**src/rtl/ltbd_pkg.sv**
```systemverilog
// ----------------------------------------------------------------------------
// ltbd_pkg
// Widths, codes, breakpoint curve and shared types of the
// light-to-brightness block.
// ----------------------------------------------------------------------------
package ltbd_pkg;

	// Field widths.
	localparam int LEVEL_W    = 16;
	localparam int STATUS_W   = 2;
	localparam int BRIGHT_W   = 14;
	localparam int DEADBAND_W = 16;
	localparam int CONFIRM_W  = 4;
	localparam int CFG_W      = 16;
	localparam int CFG_IDX_W  = 1;
	localparam int DATA_IN_W  = 16;
	localparam int DATA_OUT_W = 32;

	// Curve storage widths and derived divider widths.
	localparam int X_W   = 12;
	localparam int Y_W   = 14;
	localparam int NUM_W = Y_W + X_W;
	localparam int DEN_W = X_W;

	// Breakpoint curve.
	localparam int TABLE_LEN       = 8;
	localparam int BREAKPOINTS_DEF = 8;
	localparam logic [X_W-1:0] CURVE_X [TABLE_LEN] = '{
		12'd0, 12'd80, 12'd100, 12'd200, 12'd300, 12'd500, 12'd1400, 12'd3355
	};
	localparam logic [Y_W-1:0] CURVE_Y [TABLE_LEN] = '{
		14'd500, 14'd3000, 14'd4500, 14'd5000, 14'd6000, 14'd7000, 14'd8500, 14'd10000
	};

	// Reset values of the programmable and tracked state.
	localparam logic [LEVEL_W-1:0]    REF_RESET      = 16'hFFFF;
	localparam logic [DEADBAND_W-1:0] DEADBAND_RESET = 16'd50;
	localparam logic [CONFIRM_W-1:0]  CONFIRM_RESET  = 4'd3;

	// Read status codes.
	localparam logic [STATUS_W-1:0] ST_GOOD  = 2'd0;
	localparam logic [STATUS_W-1:0] ST_PARSE = 2'd1;

	// Register indexes.
	localparam logic [CFG_IDX_W-1:0] REG_DEADBAND = 1'b0;
	localparam logic [CFG_IDX_W-1:0] REG_CONFIRM  = 1'b1;

	// Segment selected for one level.
	typedef struct packed {
		logic [Y_W-1:0] y0;
		logic [Y_W-1:0] dy;
		logic [X_W-1:0] dx;
		logic [X_W-1:0] off;
	} seg_t;

	// Divider request and response.
	typedef struct packed {
		logic             start;
		logic [NUM_W-1:0] num;
		logic [DEN_W-1:0] den;
	} div_req_t;

	typedef struct packed {
		logic             busy;
		logic [NUM_W-1:0] quot;
	} div_rsp_t;

endpackage

```
**src/rtl/ltbd_div.sv**
```systemverilog
// ----------------------------------------------------------------------------
// ltbd_div
// Restoring divider, one quotient bit per cycle, unsigned.
// ----------------------------------------------------------------------------
module ltbd_div
	import ltbd_pkg::*;
#(
	parameter int N_W = NUM_W,
	parameter int D_W = DEN_W
) (
	input  logic     clk,
	input  logic     arst_n,
	input  div_req_t req,
	output div_rsp_t rsp
);

	localparam int CNT_W = $clog2(N_W + 1);

	logic [CNT_W-1:0] cnt_q;
	logic [D_W-1:0]   rem_q;
	logic [D_W-1:0]   den_q;
	logic [N_W-1:0]   quot_q;
	logic [D_W:0]     trial;
	logic [D_W:0]     diff;
	logic             qbit;

	// Shift in the next numerator bit and try the subtraction.
	always_comb begin
		trial = {rem_q, quot_q[N_W-1]};
		diff  = trial - {1'b0, den_q};
		qbit  = (trial >= {1'b0, den_q});
	end

	// Step counter.
	always_ff @(posedge clk or negedge arst_n) begin
		if (!arst_n) begin
			cnt_q <= '0;
		end else if (req.start) begin
			cnt_q <= CNT_W'(N_W);
		end else if (cnt_q != '0) begin
			cnt_q <= cnt_q - CNT_W'(1);
		end
	end

	// Partial remainder and quotient shift register.
	always_ff @(posedge clk) begin
		if (req.start) begin
			rem_q  <= '0;
			den_q  <= req.den;
			quot_q <= req.num;
		end else if (cnt_q != '0) begin
			rem_q  <= qbit ? diff[D_W-1:0] : trial[D_W-1:0];
			quot_q <= {quot_q[N_W-2:0], qbit};
		end
	end

	assign rsp.busy = (cnt_q != '0);
	assign rsp.quot = quot_q;

endmodule

```
**src/rtl/ltbd_seg.sv**
```systemverilog
// ----------------------------------------------------------------------------
// ltbd_seg
// Finds the curve segment for a level and returns its base point,
// rise, run and the offset of the level into it.
// ----------------------------------------------------------------------------
module ltbd_seg
	import ltbd_pkg::*;
#(
	parameter int BREAKPOINTS = BREAKPOINTS_DEF
) (
	input  logic [LEVEL_W-1:0] x,
	output seg_t               seg
);

	localparam int POINTS = (BREAKPOINTS < TABLE_LEN) ? BREAKPOINTS : TABLE_LEN;
	localparam int X_PAD  = LEVEL_W - X_W;

	// Segments are disjoint, so at most one of them matches. Levels at or
	// below the first point and above the last give a flat result.
	always_comb begin
		logic [LEVEL_W-1:0] diff;
		diff     = '0;
		seg.y0   = CURVE_Y[0];
		seg.dy   = '0;
		seg.dx   = X_W'(1);
		seg.off  = '0;
		if (x > {{X_PAD{1'b0}}, CURVE_X[POINTS-1]}) begin
			seg.y0 = CURVE_Y[POINTS-1];
		end
		for (int i = 1; i < POINTS; i++) begin
			if (x > {{X_PAD{1'b0}}, CURVE_X[i-1]} && x <= {{X_PAD{1'b0}}, CURVE_X[i]}) begin
				diff    = x - {{X_PAD{1'b0}}, CURVE_X[i-1]};
				seg.y0  = CURVE_Y[i-1];
				seg.dy  = CURVE_Y[i] - CURVE_Y[i-1];
				seg.dx  = CURVE_X[i] - CURVE_X[i-1];
				seg.off = diff[X_W-1:0];
			end
		end
	end

endmodule

```
**src/rtl/light_to_brightness_deadband.sv**
```systemverilog
// ----------------------------------------------------------------------------
// light_to_brightness_deadband
// Deadband filter on ambient-light samples with a confirm counter, and
// piecewise-linear brightness lookup for each newly accepted level.
//
//   Channel  Dir  Handshake           Payload
//   s_       in   s_tvalid/s_tready   tdata: sample; tuser: read_status
//   m_       out  m_tvalid/m_tready   tdata: brightness, level
//   cfg_     in   cfg_we              cfg_index, cfg_data
//
// A sample that does not move the level leaves the input ready.
// A sample that moves the level runs segment lookup, one multiply and a
// 26-step serial divide in states S_SEG, S_MUL, S_DIV and S_OUT; the
// input is not ready meanwhile. S_OUT waits until the output register
// is free; once the result is loaded there, the input is ready again
// and the next sample can be taken while it waits for m_tready. Reset
// clears control, tracking and output valid state, not the datapath.
// ----------------------------------------------------------------------------
module light_to_brightness_deadband
	import ltbd_pkg::*;
#(
	parameter int BREAKPOINTS = BREAKPOINTS_DEF
) (
	input  logic                  clk,
	input  logic                  arst_n,
	input  logic                  s_tvalid,
	output logic                  s_tready,
	input  logic [DATA_IN_W-1:0]  s_tdata,   // [15:0] sample
	input  logic [STATUS_W-1:0]   s_tuser,   // [1:0] read_status
	output logic                  m_tvalid,
	input  logic                  m_tready,
	output logic [DATA_OUT_W-1:0] m_tdata,   // [13:0] brightness, [29:14] level
	input  logic                  cfg_we,
	input  logic [CFG_IDX_W-1:0]  cfg_index,
	input  logic [CFG_W-1:0]      cfg_data
);

	localparam logic [2:0] S_IDLE = 3'd0;
	localparam logic [2:0] S_SEG  = 3'd1;
	localparam logic [2:0] S_MUL  = 3'd2;
	localparam logic [2:0] S_DIV  = 3'd3;
	localparam logic [2:0] S_OUT  = 3'd4;

	localparam int OUT_PAD = DATA_OUT_W - LEVEL_W - BRIGHT_W;

	logic [2:0]            state_q;
	logic [DEADBAND_W-1:0] deadband_q;
	logic [CONFIRM_W-1:0]  confirm_q;
	logic [LEVEL_W-1:0]    ref_q;
	logic [CONFIRM_W-1:0]  cnt_q;
	logic [LEVEL_W-1:0]    last_q;
	logic [LEVEL_W-1:0]    x_q;
	seg_t                  seg_q;
	seg_t                  seg_c;
	logic                  m_valid_q;
	logic [BRIGHT_W-1:0]   bright_q;
	logic [LEVEL_W-1:0]    level_q;

	logic                  in_acc;
	logic [LEVEL_W-1:0]    new_last;
	logic [LEVEL_W:0]      upper;
	logic [LEVEL_W:0]      low_sum;
	logic                  outside;
	logic                  take;
	logic                  out_free;
	logic [BRIGHT_W-1:0]   bright_c;
	div_req_t              div_req;
	div_rsp_t              div_rsp;

	assign s_tready = (state_q == S_IDLE);
	assign in_acc   = s_tvalid && s_tready;
	assign out_free = !m_valid_q || m_tready;

	// Pick the sample that counts, then test it against the band.
	always_comb begin
		case (s_tuser)
			ST_GOOD:  new_last = s_tdata[LEVEL_W-1:0];
			ST_PARSE: new_last = '0;
			default:  new_last = last_q;
		endcase
		upper   = {1'b0, ref_q} + {1'b0, deadband_q};
		low_sum = {1'b0, new_last} + {1'b0, deadband_q};
		outside = ({1'b0, new_last} > upper) || (low_sum < {1'b0, ref_q});
		take    = outside && (cnt_q >= confirm_q);
	end

	// Configuration registers.
	always_ff @(posedge clk or negedge arst_n) begin
		if (!arst_n) begin
			deadband_q <= DEADBAND_RESET;
			confirm_q  <= CONFIRM_RESET;
		end else if (cfg_we) begin
			unique case (cfg_index)
				REG_DEADBAND: deadband_q <= cfg_data[DEADBAND_W-1:0];
				REG_CONFIRM:  confirm_q  <= cfg_data[CONFIRM_W-1:0];
				default:      ;
			endcase
		end
	end

	// Reference level, confirm counter and last sample.
	always_ff @(posedge clk or negedge arst_n) begin
		if (!arst_n) begin
			ref_q  <= REF_RESET;
			cnt_q  <= '0;
			last_q <= '0;
		end else if (in_acc) begin
			last_q <= new_last;
			if (take) begin
				ref_q <= new_last;
				cnt_q <= '0;
			end else if (outside) begin
				cnt_q <= cnt_q + CONFIRM_W'(1);
			end
		end
	end

	// Sequencer.
	always_ff @(posedge clk or negedge arst_n) begin
		if (!arst_n) begin
			state_q <= S_IDLE;
		end else begin
			unique case (state_q)
				S_IDLE: if (in_acc && take) state_q <= S_SEG;
				S_SEG:  state_q <= S_MUL;
				S_MUL:  state_q <= S_DIV;
				S_DIV:  if (!div_rsp.busy) state_q <= S_OUT;
				S_OUT:  if (out_free) state_q <= S_IDLE;
				default: state_q <= S_IDLE;
			endcase
		end
	end

	// Level and segment registers.
	always_ff @(posedge clk) begin
		if (in_acc && take) begin
			x_q <= new_last;
		end
		if (state_q == S_SEG) begin
			seg_q <= seg_c;
		end
	end

	ltbd_seg #(
		.BREAKPOINTS(BREAKPOINTS)
	) u_seg (
		.x   (x_q),
		.seg (seg_c)
	);

	// The product feeds the divider, which registers it on start.
	always_comb begin
		div_req.start = (state_q == S_MUL);
		div_req.num   = NUM_W'(seg_q.dy) * NUM_W'(seg_q.off);
		div_req.den   = seg_q.dx;
	end

	ltbd_div #(
		.N_W(NUM_W),
		.D_W(DEN_W)
	) u_div (
		.clk    (clk),
		.arst_n (arst_n),
		.req    (div_req),
		.rsp    (div_rsp)
	);

	assign bright_c = seg_q.y0 + div_rsp.quot[BRIGHT_W-1:0];

	// Output register.
	always_ff @(posedge clk or negedge arst_n) begin
		if (!arst_n) begin
			m_valid_q <= 1'b0;
		end else if (state_q == S_OUT && out_free) begin
			m_valid_q <= 1'b1;
		end else if (m_tready) begin
			m_valid_q <= 1'b0;
		end
	end

	always_ff @(posedge clk) begin
		if (state_q == S_OUT && out_free) begin
			bright_q <= bright_c;
			level_q  <= x_q;
		end
	end

	assign m_tvalid = m_valid_q;
	assign m_tdata  = {{OUT_PAD{1'b0}}, level_q, bright_q};

endmodule

```
**config.mk**
```make
export PLATFORM = sky130hd
export DESIGN_NAME = light_to_brightness_deadband
export DESIGN_NICKNAME = d
export VERILOG_FILES = /design/src/rtl/ltbd_pkg.sv /design/src/rtl/ltbd_div.sv /design/src/rtl/ltbd_seg.sv /design/src/rtl/light_to_brightness_deadband.sv
export SDC_FILE = /design/constraint.sdc
export NUM_CORES = 1
export LEC_CHECK = 0
export BUFFER_PORTS_ARGS = -buffer_cell sky130_fd_sc_hd__buf_2
export CORE_MARGIN = 5
export CORE_UTILIZATION = 36
export CTS_CLUSTER_SIZE = 16
export DETAILED_ROUTE_END_ITERATION = 7
export HOLD_SLACK_MARGIN = 0.06
export PLACE_DENSITY_LB_ADDON = 0.25
export REMOVE_ABC_BUFFERS = 1
export SYNTH_ARGS = -nofsm -noshare
export SYNTH_HDL_FRONTEND = slang
export SYNTH_HIERARCHICAL = 1
export SYNTH_SLANG_ARGS = --single-unit
```
**constraint.sdc**
```tcl
create_clock -name clk -period 8.9 [get_ports clk]
set_clock_uncertainty 0.05 [all_clocks]
set_input_delay 0.89 -clock clk [delete_from_list [all_inputs] [get_ports clk]]
set_output_delay 0.89 -clock clk [all_outputs]
set_load 0.02 [all_outputs]
```
==> metrics.md, run 1 <==
| Metric | Value |
|---|---|
| Cell Area, Synth | `18000 sq um` |
| Register area share after synthesis | `33.1%` |
| R2r setup slk | `2.69 ns` |
| Hold Path Sink | `u_div/den_q[5]` |
| Htree depth | `1` |
| CP endpoint kind | `flop` |
| Slowest stage cell, crit path | `edfxtp_1` |
| Antenna diode count | `0` |
| Via density | `5.05` |
| Slew HR | `24.0%` |
| Post-synth cell types | `103` |
| Setup TNS | `0 ns` |
| Max Clk Rate | `161 MHz` |
| Most used cell, CP | `fa_1` |
| Initial Utilization | `36.2%` |
| First-pass GRT wire length | `68700 um` |
| CTS tree | `built` |
| Aggregate global-route resource usage | `15.5%` |
| Mean Syn Cell Area | `10.5 sq um` |
| CP max FO | `14` |
| Crit Path Class | `reg -> reg` |
| ANT nets after route | `0` |
| Starting DRT DRC Count | `668` |
| Layout cells sized above 1 | `15.2%` |
| WP data arrival | `6.47 ns` |
| Startpoint types | `flop` |
| Clk slew on worst S/H paths | `0.06 ns` |
| Worst slew pin tran | `1.14 ns` |
| Hold Path Class | `reg -> reg` |
| R2R Path End | `u_div/quot_q[24]` |
| Count of final setup violators | `0` |
| Final worst path period share | `69.8%` |
| Fill count | `4950` |
| Register bit total from synthesis | `213` |
| Number of global-route vias before repair | `12900` |
| Synth-to-layout area growth | `9.85%` |
| Clock root buffer | `clkbuf_16` |
| Max cap viols | `0` |
| Post-CTS Resized | `0` |
| Min Tclk post-route | `6.21 ns` |
| Ys Warns | `6` |
| DR DRC count | `0` |
| Non-Filler Instances | `2461` |
| Post-layout nets | `2107` |
| Worst reg2reg startpoint | `seg_q[7]` |
| CP peak stage delay | `0.66 ns` |
| Congestion Overflow GR | `0` |
| Clock Tree Buf Depth | `3` |
| Register area | `5980 sq um` |
| Final hold vios | `0` |
| Cell Rows | `82` |
| Ports | `74` |
| Vias | `12400` |
| Core Box Area | `49900 sq um` |
| Async set-reset flop share out of synthesis | `30.5%` |
| Fin Hold WS | `0.363 ns` |
| RD Place Congestion | `0.875` |
| Fin area | `19800 sq um` |
| Routed len/inst | `17.2 um` |
| Hold path depth | `0` |
| Final wirelength | `42200 um` |
| Primary FF master, synth | `edfxtp_1` |
| Placed cells | `2413` |
| Clk Latency, worst-skew pair | `0.57 ns` |
| Setup crit start | `seg_q[7]` |
| CP required | `9.15 ns` |
| CP Cell Sequence | `nand2_1 > fa_1 > fa_1 > fa_1 > inv_1 > fa_1 > inv_1 > fa_1 > inv_1 > ha_1 > or2_2 > a21oi_1 > a311oi_1 > o21ai_0 > a21oi_1 > a41oi_1 > a211oi_1 > xor2_1 > mux2_2` |
| RSZ-0062 raised after global routing | `false` |
| Min-delay src | `div_req[5]` |
| Die Ht | `234 um` |
| Number of synthesized flops with an enable pin | `136` |
| Setup bufs post-CTS | `0` |
| Hpwl dp | `32300 um` |
| CTS buffer count | `26` |
| TritonRoute pass-1 iters | `5` |
| Die Width | `234 um` |
| IO Port Bufs | `71` |
| Status | `finished clean` |
| Worst reg-to-reg path cell count | `19` |
| Hold-fix buffers, CTS | `0` |
| Area of the multi-input gates | `10900 sq um` |
| Sink Count | `213` |
| Final Max Tran Viols | `0` |
| Pin count of the biggest net entering global routing | `66` |
| Mapped Cells | `1725` |
| Die area | `54700 sq um` |
| Placed instance area | `19000 sq um` |
| Antenna violations before repair | `1` |
[metal layers]
layer	wire [um]	track usage, %
met2	20500	26.7
met3	1660	2.37
met5	20	0
met4	984	3.60
met1	19100	20.8
[state kept, by name, indices dropped and copies added, names as in the netlist]
| register | flops |
|---|---|
| confirm_q | 4 |
| ref_q | 16 |
| u_div/rem_q | 12 |
| div_req | 12 |
| seg_q | 40 |
| level_q | 16 |
| m_tvalid | 1 |
| bright_q | 14 |
| x_q | 16 |
| cnt_q | 4 |
| u_div/quot_q | 26 |
| last_q | 16 |
| deadband_q | 16 |
| u_div/den_q | 12 |
| state_q | 3 |
| u_div/cnt_q | 5 |
[worst max-delay path by stage]
| stage | end | slack [ns] | depth (start not counted) |
|---|---|---|---|
| floorplan | u_div/quot_q[24] | 3.36 | 19 |
| global placement | ref_q[15] | 2.53 | 19 |
| detailed placement | ref_q[15] | 2.43 | 19 |
| CTS | u_div/quot_q[24] | 2.60 | 19 |
| global route | u_div/quot_q[24] | 2.36 | 19 |
| finish | u_div/quot_q[24] | 2.69 | 19 |
[logic make-up after synthesis]
kind of cell / count (synthesis) / synth area share, %
other: 3 / 0.0624
multiplexers: 76 / 4.93
AO/OA/AOI/OAI: 297 / 11.9
adder cells (fa/ha/maj): 298 / 25.8
XOR/XNOR: 82 / 3.98
AND/OR/NAND/NOR: 472 / 13.6
flip-flops: 213 / 33.1
buffers and inverters: 284 / 6.50
[synth_stat cells, types with 9 or more instances]
cell type / count / share of area, %
nor3_1: 24 / 0.67
xnor2_1: 47 / 2.3
o21ai_1: 13 / 0.36
ha_1: 174 / 12
fa_1: 124 / 14
inv_1: 212 / 4.4
nand3_1: 30 / 0.83
nand2b_1: 20 / 0.69
a22o_1: 16 / 0.78
nand2_1: 161 / 3.4
o21ai_0: 39 / 1.1
dfrtp_1: 44 / 6.1
and3_1: 14 / 0.49
dfxtp_1: 12 / 1.3
edfxtp_1: 136 / 23
a21o_1: 25 / 1.0
clkbuf_1: 39 / 0.81
and2_1: 73 / 2.5
a21oi_1: 70 / 1.9
a31oi_1: 10 / 0.35
o21a_1: 11 / 0.46
mux2_2: 67 / 4.2
a211oi_1: 14 / 0.58
xor2_1: 35 / 1.7
dfstp_2: 21 / 3.1
buf_4: 15 / 0.62
nor2b_1: 20 / 0.69
mux2_4: 9 / 0.75
nor2_1: 76 / 1.6
[layout make-up]
cell class	instances	share of cell area, %
flip-flops and latches	213	30.2
inverters	215	4.07
multi-input cells	1235	55.2
clock buffers	30	3.36
clock inverters	18	0.935
well taps	672	4.24
repair buffers	78	2.06
[per-stage QoR]
stage | util [%] | setup WS, ns
finish | 39.7 | 2.69
global route | 39.7 | 2.36
CTS | 39.7 | 2.60
detailed placement | 38.0 | 2.43
global placement | 38.0 | 2.53
floorplan | - | 3.36
[critical path, delay by kind of cell, from the launching register on]
family / cells / cell delay [ns]
xor+xnor: 1 / 0.15
compound gates: 6 / 1.35
flops: 1 / 0.66
fa+ha+maj: 6 / 2.86
mux: 1 / 0.27
simple gates: 2 / 0.47
buf+inv: 3 / 0.14
[cell usage in the layout (no fill, tap or decap), drive strengths merged, types with 35 or more instances in the layout]
cell    count
xnor2      47
and2       75
a21oi      73
ha        174
nor2       78
edfxtp    136
o21ai      53
dfrtp      44
nand2     162
fa        124
mux2       76
inv       217
buf        78
xor2       35
Power of run 1 is left out: the tool's default activity adds up to more than one toggle a clock period on the data nets, which glitch-free logic cannot reach.
==> run 2: changes to the inputs <==
- clock period: 8.9 -> 5.4 ns (I/O delays scaled with it)
==> metrics.md, run 2 (synthesized netlist as in run 1, its figures left out) <==
| Metric | Value |
|---|---|
| Max cap viols | `0` |
| First-pass GRT wire length | `72400 um` |
| Vias | `13000` |
| WP data arrival | `5.68 ns` |
| CP endpoint kind | `flop` |
| Die Width | `234 um` |
| Slew HR | `25.4%` |
| CTS buffer count | `27` |
| ANT nets after route | `0` |
| Layout cells sized above 1 | `24.9%` |
| Crit Path Class | `reg -> reg` |
| Routed len/inst | `17.4 um` |
| Aggregate global-route resource usage | `16.5%` |
| Max Clk Rate | `184 MHz` |
| Startpoint types | `flop` |
| Fin Hold WS | `0.110 ns` |
| Area of the multi-input gates | `11300 sq um` |
| DR DRC count | `0` |
| Failing checks | `negative setup slack` |
| Final Max Tran Viols | `0` |
| Top cell family by delay on the critical path | `adder cells` |
| Register area | `5980 sq um` |
| Cell Rows | `82` |
| IO Port Bufs | `71` |
| Die area | `54700 sq um` |
| Ports | `74` |
| Fill count | `4801` |
| Hold Path Class | `in -> async` |
| Final setup margin | `-0.0233 ns` |
| CP Cell Sequence | `nand2_2 > fa_1 > fa_1 > fa_1 > inv_2 > fa_1 > inv_1 > fa_1 > inv_2 > ha_4 > or2_4 > a21oi_4 > a311oi_2 > o21ai_1 > buf_4 > a21oi_4 > a41oi_2 > a211oi_2 > xor2_1 > mux2_4` |
| CP peak stage delay | `0.53 ns` |
| Metal3 WL | `1770 um` |
| Post-Route Utilization | `42.7%` |
| Sink Count | `213` |
| Clock Tree Buf Depth | `3` |
| Pre-CTS WS | `-0.424 ns` |
| Highest Signal Layer | `met4` |
| Core Box Area | `49900 sq um` |
| Count of final setup violators | `3` |
| Final worst path period share | `100%` |
| Status | `complete, but fails checks` |
| WP buf/inv | `4` |
| CTS tree | `built` |
| Congestion Overflow GR | `0` |
| RD Place Congestion | `0.873` |
| Largest registers | `seg_q: 40 flops, u_div/quot_q: 26 flops` |
| Final wirelength | `45000 um` |
| Most used cell, CP | `fa_1` |
| Setup TNS | `-0.0404 ns` |
| RSZ-0062 raised after global routing | `true` |
| Number of global-route vias before repair | `13600` |
| Synth-to-layout area growth | `18.2%` |
| Die Ht | `234 um` |
| Max reg flops | `40` |
| Min Tclk post-route | `5.42 ns` |
| CP required | `5.66 ns` |
| CP max FO | `6` |
| Clock root buffer | `clkbuf_16` |
| Via density | `5.02` |
| Most frequent cells in the layout | `198 x inv_1, 157 x ha_1, 149 x nand2_1` |
| Starting DRT DRC Count | `748` |
| Register name with the most flops | `seg_q` |
| Slowest stage cell, crit path | `fa_1` |
| Final hold vios | `0` |
| Post-layout nets | `2238` |
| Initial Utilization | `36.2%` |
| Wire length on met2 | `22100 um` |
| Clk Latency, worst-skew pair | `0.57 ns` |
| Htree depth | `1` |
| Hold-fix buffers, CTS | `0` |
| Antenna violations before repair | `1` |
| Most common cell after layout, fill and taps aside | `inv_1` |
| Worst slew pin tran | `1.11 ns` |
| Pin count of the biggest net entering global routing | `66` |
| Hpwl dp | `34500 um` |
| M1 wire length | `19800 um` |
| TritonRoute pass-1 iters | `5` |
| Clk slew on worst S/H paths | `0.06 ns` |
==> run 2: cell types whose count changed in the layout (fill, tap and decap cells not counted), moves of 6 or more <==
cell and delta:
fa_2 +7, buf_4 +105, nand2_1 -11, fa_1 -7
ha_1 -17, a21oi_1 -6, buf_6 +21, ha_4 +12
inv_1 -14, inv_2 +14, nand2_2 +10
==> run 2: per-layer routing <==
| layer | GRT usage, % | vias to the layer above |
|---|---|---|
| met1 | 22.0 | 6422 |
| met4 | 4.75 | 0 |
| met2 | 28.0 | 230 |
| met3 | 2.41 | 78 |
| li1 | - | 6279 |
| met5 | 0 | - |
==> run 2: final timing paths <==
path | from | to | slack, ns | cells after the start
worst min register to register | div_req[4] | u_div/den_q[4] | 0.36 | 0
worst max register to register | seg_q[31] | u_div/quot_q[24] | -0.02 | 20
worst min-delay path | arst_n | deadband_q[13] | 0.11 | 2
max in group asynchronous | arst_n | state_q[1] | 4.61 | 2
worst max-delay path | seg_q[31] | u_div/quot_q[24] | -0.02 | 20
min in group clk | cfg_data[14] | deadband_q[14] | 0.15 | 2
==> run 2: area by class of cell <==
cell class | instances | area share (%)
Sequential cell | 213 | 28.0
Clock buffer | 35 | 3.40
Inverter | 215 | 3.79
Multi-Input combinational cell | 1235 | 53.2
Timing Repair Buffer | 208 | 7.10
Tap cell | 672 | 3.94
Clock inverter | 15 | 0.464
Antenna cell | 1 | 0.0117
==> run 2: what timing repair did <==
action,in CTS,in global routing
pin swaps,72,56
setup buffers,30,16
gates resized for setup,65,61
setup endpoints to repair,13,14
==> run 2: stage by stage <==
stage          instances  area (sq um)
3_3_place_gp        2499         19600
2_1_floorplan       1663         17700
5_1_grt             2594         21300
3_5_place_dp        2499         19600
6_report            2594         21300
4_1_cts             2579         21000
Power of run 2 is left out for the same reason.
